### src/design/assert_macros.svh
// assertion macros shared by the timer task queue rtl
// no dependencies
`ifndef ASSERT_MACROS_SVH
`define ASSERT_MACROS_SVH

// same-cycle implication, disabled during reset
`define TTQ_ASSERT_IMP(lbl, clk, rst_n, pre, post) \
  lbl: assert property (@(posedge clk) disable iff (!rst_n) (pre) |-> (post)) \
    else $error("implication check failed");

// next-cycle implication, disabled during reset
`define TTQ_ASSERT_NXT(lbl, clk, rst_n, pre, post) \
  lbl: assert property (@(posedge clk) disable iff (!rst_n) (pre) |=> (post)) \
    else $error("next-cycle check failed");

`endif

### src/design/ttq_pkg.sv
// types, codes and sizes for the timer task queue
// no dependencies
package ttq_pkg;

  localparam int TASK_SLOTS = 16;
  localparam int IDX_W      = $clog2(TASK_SLOTS);

  typedef enum logic [2:0] {
    CMD_ADD    = 3'd0,
    CMD_REMOVE = 3'd1,
    CMD_RESCHED = 3'd2,
    CMD_TICK   = 3'd3,
    CMD_CLEAR  = 3'd4
  } cmd_e;

  typedef enum logic [2:0] {
    ST_ADDED    = 3'd0,
    ST_FULL     = 3'd1,
    ST_FIRED    = 3'd2,
    ST_TICKDONE = 3'd3,
    ST_REMOVED  = 3'd4,
    ST_NOTFOUND = 3'd5,
    ST_RESCHED  = 3'd6
  } status_e;

  typedef enum logic [1:0] {
    FSM_IDLE,
    FSM_SCAN,
    FSM_APPLY
  } fsm_e;

  // one task entry as held in a cell
  typedef struct packed {
    logic        valid;
    logic [31:0] id;
    logic [31:0] expiry;
    logic [23:0] delay;
    logic        periodic;
    logic [31:0] stamp;
  } entry_t;

  // per-cell control from the sequencer
  typedef struct packed {
    logic shift;
    logic clear;
  } cell_ctrl_t;

endpackage

### src/design/ttq_cell.sv
// one task slot of the rotating ring
// depends on ttq_pkg
module ttq_cell (
  input  logic                clk_i,
  input  logic                rst_ni,
  input  ttq_pkg::cell_ctrl_t ctrl_i,
  input  ttq_pkg::entry_t     shift_in_i,
  input  logic                wr_en_i,
  input  ttq_pkg::entry_t     wr_data_i,
  output ttq_pkg::entry_t     entry_o
);
  import ttq_pkg::*;

  logic   valid_q;
  entry_t data_q;

  // valid bit, cleared by reset and clear all
  always_ff @(posedge clk_i or negedge rst_ni) begin
    if (!rst_ni) begin
      valid_q <= 1'b0;
    end else if (ctrl_i.clear) begin
      valid_q <= 1'b0;
    end else if (wr_en_i) begin
      valid_q <= wr_data_i.valid;
    end else if (ctrl_i.shift) begin
      valid_q <= shift_in_i.valid;
    end
  end

  // payload, no reset
  always_ff @(posedge clk_i) begin
    if (wr_en_i) begin
      data_q <= wr_data_i;
    end else if (ctrl_i.shift) begin
      data_q <= shift_in_i;
    end
  end

  always_comb begin
    entry_o       = data_q;
    entry_o.valid = valid_q;
  end

endmodule

### src/design/timer_task_queue_unit.sv
// Timer task queue: a ring of TASK_SLOTS cells rotates past one head comparator.
// Each search rotates the whole ring past the head in FSM_SCAN, then writes back in FSM_APPLY.
// Add, remove, reschedule: one search. Tick: one search per fired task plus a final one.
// Clear and unused codes complete in the idle state; otherwise the next command is accepted
// once the final word is registered. One command at a time.
// Reset (async, active low) empties the table and zeroes time, id and stamp counters.
module timer_task_queue_unit (
  input  logic        clk_i,
  input  logic        rst_ni,
  input  logic        in_valid_i,
  output logic        in_ready_o,
  input  logic [2:0]  cmd_i,
  input  logic [31:0] task_id_i,
  input  logic [23:0] delay_ticks_i,
  input  logic        periodic_i,
  output logic        out_valid_o,
  input  logic        out_ready_i,
  output logic [2:0]  status_o,
  output logic [31:0] result_id_o,
  output logic        last_o
);
  import ttq_pkg::*;
  `include "assert_macros.svh"

  fsm_e state_q, state_d;
  logic [IDX_W-1:0] cnt_q, cnt_d;
  logic [2:0]  cmd_q;
  logic [31:0] tid_q;
  logic [23:0] dly_q;
  logic        per_q;
  logic [31:0] time_q, time_d, nid_q, nid_d, stamp_q, stamp_d;

  // best candidate of the current search
  logic             found_q, found_d;
  logic [IDX_W-1:0] bidx_q, bidx_d;
  logic [31:0]      bkey_q, bkey_d, bstamp_q, bstamp_d, bid_q, bid_d;
  logic [23:0]      bdly_q, bdly_d;
  logic             bper_q, bper_d;

  // output register
  logic        ovalid_q, ovalid_d;
  logic [2:0]  ostat_q, ostat_d;
  logic [31:0] oid_q, oid_d;
  logic        olast_q, olast_d;

  entry_t          ent [TASK_SLOTS];
  logic            wr_en [TASK_SLOTS];
  entry_t          wr_data;
  logic            wr_any;
  cell_ctrl_t      cctl;

  // ring of cells, cell 0 is the head
  for (genvar g = 0; g < TASK_SLOTS; g++) begin : g_cell
    ttq_cell u_cell (
      .clk_i      (clk_i),
      .rst_ni     (rst_ni),
      .ctrl_i     (cctl),
      .shift_in_i (ent[(g + 1) % TASK_SLOTS]),
      .wr_en_i    (wr_en[g]),
      .wr_data_i  (wr_data),
      .entry_o    (ent[g])
    );
  end

  always_comb begin
    for (int i = 0; i < TASK_SLOTS; i++) begin
      wr_en[i] = wr_any && (bidx_q == IDX_W'(i));
    end
  end

  // head comparator
  entry_t      head;
  logic [31:0] hkey;
  logic        hbefore, hdue, hcand;
  always_comb begin
    head    = ent[0];
    hkey    = (time_q - head.expiry) ^ 32'h8000_0000;
    hdue    = hkey[31];
    hbefore = (hkey > bkey_q) ||
              ((hkey == bkey_q) && ((head.stamp - bstamp_q) >= 32'h8000_0000));
    hcand   = 1'b0;
    unique case (cmd_q)
      CMD_ADD:                hcand = !head.valid && !found_q;
      CMD_REMOVE, CMD_RESCHED: hcand = head.valid && (head.id == tid_q) &&
                                       (!found_q || hbefore);
      CMD_TICK:               hcand = head.valid && hdue && (!found_q || hbefore);
      default:                hcand = 1'b0;
    endcase
  end

  logic in_acc, out_free;
  assign in_acc   = in_valid_i && in_ready_o;
  assign out_free = !ovalid_q || out_ready_i;

  // sequencer
  always_comb begin
    state_d  = state_q;
    cnt_d    = cnt_q;
    time_d   = time_q;
    nid_d    = nid_q;
    stamp_d  = stamp_q;
    found_d  = found_q;
    bidx_d   = bidx_q;
    bkey_d   = bkey_q;
    bstamp_d = bstamp_q;
    bid_d    = bid_q;
    bdly_d   = bdly_q;
    bper_d   = bper_q;
    ovalid_d = ovalid_q && !out_ready_i;
    ostat_d  = ostat_q;
    oid_d    = oid_q;
    olast_d  = olast_q;
    cctl     = '0;
    wr_any   = 1'b0;
    wr_data  = head;
    in_ready_o = 1'b0;
    unique case (state_q)
      FSM_IDLE: begin
        in_ready_o = 1'b1;
        if (in_valid_i) begin
          found_d = 1'b0;
          cnt_d   = '0;
          if (cmd_i == CMD_CLEAR) begin
            cctl.clear = 1'b1;
          end else if (cmd_i <= CMD_TICK) begin
            state_d = FSM_SCAN;
            if (cmd_i == CMD_TICK) time_d = time_q + 32'd1;
          end
        end
      end
      FSM_SCAN: begin
        cctl.shift = 1'b1;
        if (hcand) begin
          found_d  = 1'b1;
          bidx_d   = cnt_q;
          bkey_d   = hkey;
          bstamp_d = head.stamp;
          bid_d    = head.id;
          bdly_d   = head.delay;
          bper_d   = head.periodic;
        end
        cnt_d = cnt_q + IDX_W'(1);
        if (cnt_q == IDX_W'(TASK_SLOTS - 1)) state_d = FSM_APPLY;
      end
      FSM_APPLY: begin
        if (out_free) begin
          ovalid_d = 1'b1;
          olast_d  = 1'b1;
          oid_d    = tid_q;
          state_d  = FSM_IDLE;
          wr_data.valid    = 1'b1;
          wr_data.id       = bid_q;
          wr_data.expiry   = time_q + {8'd0, dly_q};
          wr_data.delay    = dly_q;
          wr_data.periodic = bper_q;
          wr_data.stamp    = stamp_q;
          unique case (cmd_q)
            CMD_ADD: begin
              if (found_q) begin
                wr_any           = 1'b1;
                wr_data.id       = nid_q + 32'd1;
                wr_data.periodic = per_q;
                nid_d   = nid_q + 32'd1;
                stamp_d = stamp_q + 32'd1;
                ostat_d = ST_ADDED;
                oid_d   = nid_q + 32'd1;
              end else begin
                ostat_d = ST_FULL;
                oid_d   = '0;
              end
            end
            CMD_REMOVE: begin
              if (found_q) begin
                wr_any        = 1'b1;
                wr_data.valid = 1'b0;
                ostat_d       = ST_REMOVED;
              end else begin
                ostat_d = ST_NOTFOUND;
              end
            end
            CMD_RESCHED: begin
              if (found_q) begin
                wr_any  = 1'b1;
                stamp_d = stamp_q + 32'd1;
                ostat_d = ST_RESCHED;
              end else begin
                ostat_d = ST_NOTFOUND;
              end
            end
            default: begin
              if (found_q) begin
                // fire, re-arm or drop, then search again
                wr_any        = 1'b1;
                wr_data.delay = bdly_q;
                wr_data.valid = bper_q;
                wr_data.expiry = time_q + ((bdly_q == 24'd0) ? 32'd1 : {8'd0, bdly_q});
                if (bper_q) stamp_d = stamp_q + 32'd1;
                ostat_d = ST_FIRED;
                oid_d   = bid_q;
                olast_d = 1'b0;
                found_d = 1'b0;
                cnt_d   = '0;
                state_d = FSM_SCAN;
              end else begin
                ostat_d = ST_TICKDONE;
                oid_d   = '0;
              end
            end
          endcase
        end
      end
      default: state_d = FSM_IDLE;
    endcase
  end

  // control registers
  always_ff @(posedge clk_i or negedge rst_ni) begin
    if (!rst_ni) begin
      state_q  <= FSM_IDLE;
      cnt_q    <= '0;
      time_q   <= '0;
      nid_q    <= '0;
      stamp_q  <= '0;
      found_q  <= 1'b0;
      ovalid_q <= 1'b0;
    end else begin
      state_q  <= state_d;
      cnt_q    <= cnt_d;
      time_q   <= time_d;
      nid_q    <= nid_d;
      stamp_q  <= stamp_d;
      found_q  <= found_d;
      ovalid_q <= ovalid_d;
    end
  end

  // payload registers
  always_ff @(posedge clk_i) begin
    if (in_acc) begin
      cmd_q <= cmd_i;
      tid_q <= task_id_i;
      dly_q <= delay_ticks_i;
      per_q <= periodic_i;
    end
    bidx_q   <= bidx_d;
    bkey_q   <= bkey_d;
    bstamp_q <= bstamp_d;
    bid_q    <= bid_d;
    bdly_q   <= bdly_d;
    bper_q   <= bper_d;
    ostat_q  <= ostat_d;
    oid_q    <= oid_d;
    olast_q  <= olast_d;
  end

  assign out_valid_o = ovalid_q;
  assign status_o    = ostat_q;
  assign result_id_o = oid_q;
  assign last_o      = olast_q;

  // ring must be back in home position when results are applied
  `TTQ_ASSERT_IMP(a_ring_home, clk_i, rst_ni, state_q == FSM_APPLY, cnt_q == '0)
  // a fired word is never the final one
  `TTQ_ASSERT_IMP(a_fired_not_last, clk_i, rst_ni,
                  ovalid_q && (ostat_q == ST_FIRED), !olast_q)
  // a tick advances time by exactly one
  `TTQ_ASSERT_NXT(a_tick_time, clk_i, rst_ni, in_acc && (cmd_i == CMD_TICK),
                  time_q == $past(time_q) + 32'd1)

endmodule
### config.mk
export PLATFORM = sky130hd
export DESIGN_NAME = timer_task_queue_unit
export DESIGN_NICKNAME = d
export VERILOG_FILES = /design/src/design/ttq_pkg.sv /design/src/design/ttq_cell.sv /design/src/design/timer_task_queue_unit.sv
export VERILOG_INCLUDE_DIRS = /design/src /design/src/design
export SDC_FILE = /design/constraint.sdc
export NUM_CORES = 2
export LEC_CHECK = 0
export ABC_CLOCK_PERIOD_IN_PS = 41600
export CORE_MARGIN = 8
export CORE_UTILIZATION = 35
export DETAILED_ROUTE_END_ITERATION = 16
export DONT_BUFFER_PORTS = 1
export GPL_TIMING_DRIVEN = 0
export SLEW_MARGIN = 20
export SYNTH_ARGS = -nofsm -noshare
export SYNTH_HDL_FRONTEND = slang
export SYNTH_SLANG_ARGS = --single-unit
export TNS_END_PERCENT = 5
### constraint.sdc
create_clock -name clk_i -period 41.6 [get_ports clk_i]
set_input_delay 4.16 -clock clk_i [delete_from_list [all_inputs] [get_ports clk_i]]
set_output_delay 4.16 -clock clk_i [all_outputs]
set_load 0.05 [all_outputs]
==> impl_results.md <==
* WHS Endpoint: nid_q[31]
* Root Driver: clkbuf_16
* Syn Inst Count at 8560
* Post-route DRC at 0
* R2R Path End: bkey_q[28]
* Slew margin rel. at 0.126
* Maximum clock frequency at 111 MHz
* Async S/R FF share, synth at 0.0527
* CTS buffer count at 231
* GRT Overall Usage at 0.213
* Worst reg2reg path depth at 25
* Seq pwr share at 0.508
* Worst Setup Path Type: in -> reg
* Busiest grt layer: met2
* Combinational share of power at 0.247
* Core Area at 282000 um^2
* H-tree depth at 4
* Crit path arrival time at 9.60 ns
* #FFs+latches synth at 2277
* Initial antenna violation count at 18
* Internal power at 0.00581 W
* Reg-to-reg startpoint: g_cell[0].u_cell.entry_o[58]
* Post-Syn Area at 98800 um^2
* Detailed Routing Iterations Pass 1 at 7
* Fin. max-slew vios at 0
* Mapped Nets at 8773
* IO Pins at 102
* # nets final at 9100
* Fin Setup TNS at 0 ns
* Vias in the first global route at 69400
* Area grow syn2layout at 14.5%
* M3 GR Usage at 0.0494
* Final worst path period share at 0.216
* Layout cells sized above 1 at 0.0647
* Post-Synthesis Mean Instance Area at 11.5 um^2
* Post-DR wirelength/cell at 25.7 um
* Leak at 44.2 nW
* Starting Density at 0.351
* Hold_buf cts at 0
* Crit end category: flip-flop
* First-pass GRT wire length at 479000 um
* Synth warn at 0
* Number of flops mapped to enable cells by yosys at 2157
* Max Cap Viol at 0
* Final antenna-violating net count at 0
* Library cells used by synthesis at 84
* DR vias at 71800
* GP Congestion at 0.900
* Met2 Use GR at 0.325
* R2r setup slk at 33.27 ns
* Die Y at 547 um
* Resized cells post-CTS at 0
* Outcome: finished clean
* Largest net degree at the start of global routing at 121
* Via/cell ratio at 5.59
* Clock power share at 0.245
* Clock buffer depth at 3
* Share of the core filled with cells at 0.402
* Input/output buffers at 0
* Sequential-to-total area share from yosys stat at 0.686
* Post-CTS Setup Bufs at 0
* TritonCTS clock tree: yes
* DRT Wirelength at 330000 um
* Site row count at 195
* Switching Share at 0.327
* Most frequent cells in the layout: edfxtp_1 (2157), nand2_1 (1824), o21ai_0 (1657)
* Grt met1 use at 0.288
* Setup Skew at 0.0526 ns
* Fin crit period at 9.00 ns
* Reg clk slew, reported paths at 0.07 ns
* Worst-Skew Late Latency at 0.90 ns
* Hold path startpoint: nid_q[31]
* Final setup vio count at 0
* RSZ-0062 raised after global routing: no
* DP HPWL at 241000 um
* Maximum vdd drop at 0.0662 mV
* Finished Layout Cells at 12900
* Final Power at 0.00865 W
* Die area at 300000 um^2
* Post-synth top flop: edfxtp_1
* Hold crit path type: reg -> reg
* Worst EP required at 42.20 ns
* Actual slew at the worst max-slew pin at 1.31 ns
* Die W at 547 um
* Crit path max fanout at 10
* Placed insts at 12400
* P_sw at 0.00283 W
* Initial drt markers at 9332
* Setup crit start kind: input pin
* Hold Path Depth at 1
* GRT overflow at 0
* Most common cell after layout, fill and taps aside: edfxtp_1
* Pwr Density at 76.4 nW/um^2
* Final hold viol count at 0
* # clock sinks at 2277
registers in the layout, summed over array words and instances (netlist names), 16 cells and up:
name and flops:
bdly_q 24, bid_q 32, bkey_q 32, bstamp_q 32, dly_q 24, g_cell.u_cell.entry_o 1936
g_cell.u_cell.valid_q 16, nid_q 32, result_id_o 32, stamp_q 32, tid_q 32, time_q 32
cells in the mapped netlist, types with 11 or more instances:
cell	instances	area (um^2)
a22oi_1	28	210
a221o_1	15	150
o21ai_1	40	200
a21oi_1	515	2580
xnor2_1	149	1310
nand3_1	74	370
ha_1	146	1830
o221ai_1	11	96.3
nand4_1	47	294
o21a_1	14	105
and3_1	32	200
nor3_1	26	130
and2_1	14	87.6
nor4_1	16	100
o21ai_0	1657	8290
edfxtp_1	2157	64800
clkbuf_1	574	2150
nor2b_1	24	150
dfrtp_1	120	3000
nor2_1	478	1790
o22ai_1	17	106
inv_1	126	473
buf_1	26	97.6
a211oi_1	24	180
nand2b_1	13	81.3
a31oi_1	18	113
a21o_1	57	428
buf_2	38	190
nand2_1	1841	6910
xor2_1	76	666
o211ai_1	11	82.6
mux2i_1	41	410
stage by stage:
stage	setup WS, ns	hold slack (ns)	area, um^2
6_report	32.60	0.488	113000
3_5_place_dp	31.92	0.482	106000
5_1_grt	32.82	0.505	113000
4_1_cts	32.86	0.491	113000
3_3_place_gp	16.35	0.470	104000
2_1_floorplan	27.23	0.445	98800
worst max path at each step:
stage                     depth (start not counted)        start                       endpoint  slack [ns]
after CTS                                        11  out_ready_i   g_cell[4].u_cell.entry_o[47]       32.86
after global routing                             10  out_ready_i  g_cell[10].u_cell.entry_o[30]       32.82
final                                            10  out_ready_i  g_cell[10].u_cell.entry_o[73]       32.60
after global placement                            3      found_q                     bkey_q[29]       16.35
after detailed placement                         11  out_ready_i   g_cell[4].u_cell.entry_o[47]       31.92
after floorplan                                   4   state_q[1]                      bdly_q[0]       27.23
power groups by stage:
| stage | sequential, W | clock, W | combinational [W] |
|---|---|---|---|
| 2_1_floorplan | 0.00436 | 0 | 0.00127 |
| 3_3_place_gp | 0.00464 | 0 | 0.00190 |
| 3_5_place_dp | 0.00442 | 0 | 0.00211 |
| 4_1_cts | 0.00439 | 0.00213 | 0.00212 |
| 5_1_grt | 0.00447 | 0.00221 | 0.00237 |
| 6_report | 0.00439 | 0.00212 | 0.00214 |
per-layer routing:
layer / up-vias / share of wire / routed length [um]
met1: 36100 / 0.41 / 134000
li1: 31400 / - / -
met3: 661 / 0.10 / 34100
met2: 3682 / 0.44 / 145000
met5: - / 0.000064 / 21
met4: 4 / 0.051 / 16800
cells by family (layout without fill, tap and decap cells):
logic type                 count (synthesis)  in the layout  share of synthesized area
other                                      0             28                          0
DFF                                     2277           2277                      0.686
muxes                                     43             43                    0.00438
adders and majority gates                149            149                     0.0191
buffers and inverters                    772           1294                     0.0301
AOI/OAI and AO/OA                       2483           2483                      0.134
xor gates and xnor gates                 229            229                     0.0206
and+or+nand+nor                         2607           2607                      0.106
layout make-up:
type	count	area [um^2]
Antenna cell	28	70.1
Buffer	644	2540
Clock buffer	290	6130
Clock inverter	138	1450
Fill cell	26800	168000
Inverter	128	483
Multi-Input combinational cell	5511	28300
Sequential cell	2277	67800
Tap cell	3743	4680
Timing Repair Buffer	94	1760
critical path, stage by stage:
cell and delay (ns):
nand2b_1 0.37, nand2_1 0.37, inv_1 0.41, buf_2 0.66, buf_2 0.62, nand3_1 0.31
nor2_1 0.65, clkbuf_1 0.91, buf_1 0.88, a21oi_1 0.18
Note: power is estimated with default switching activity, not from simulation.
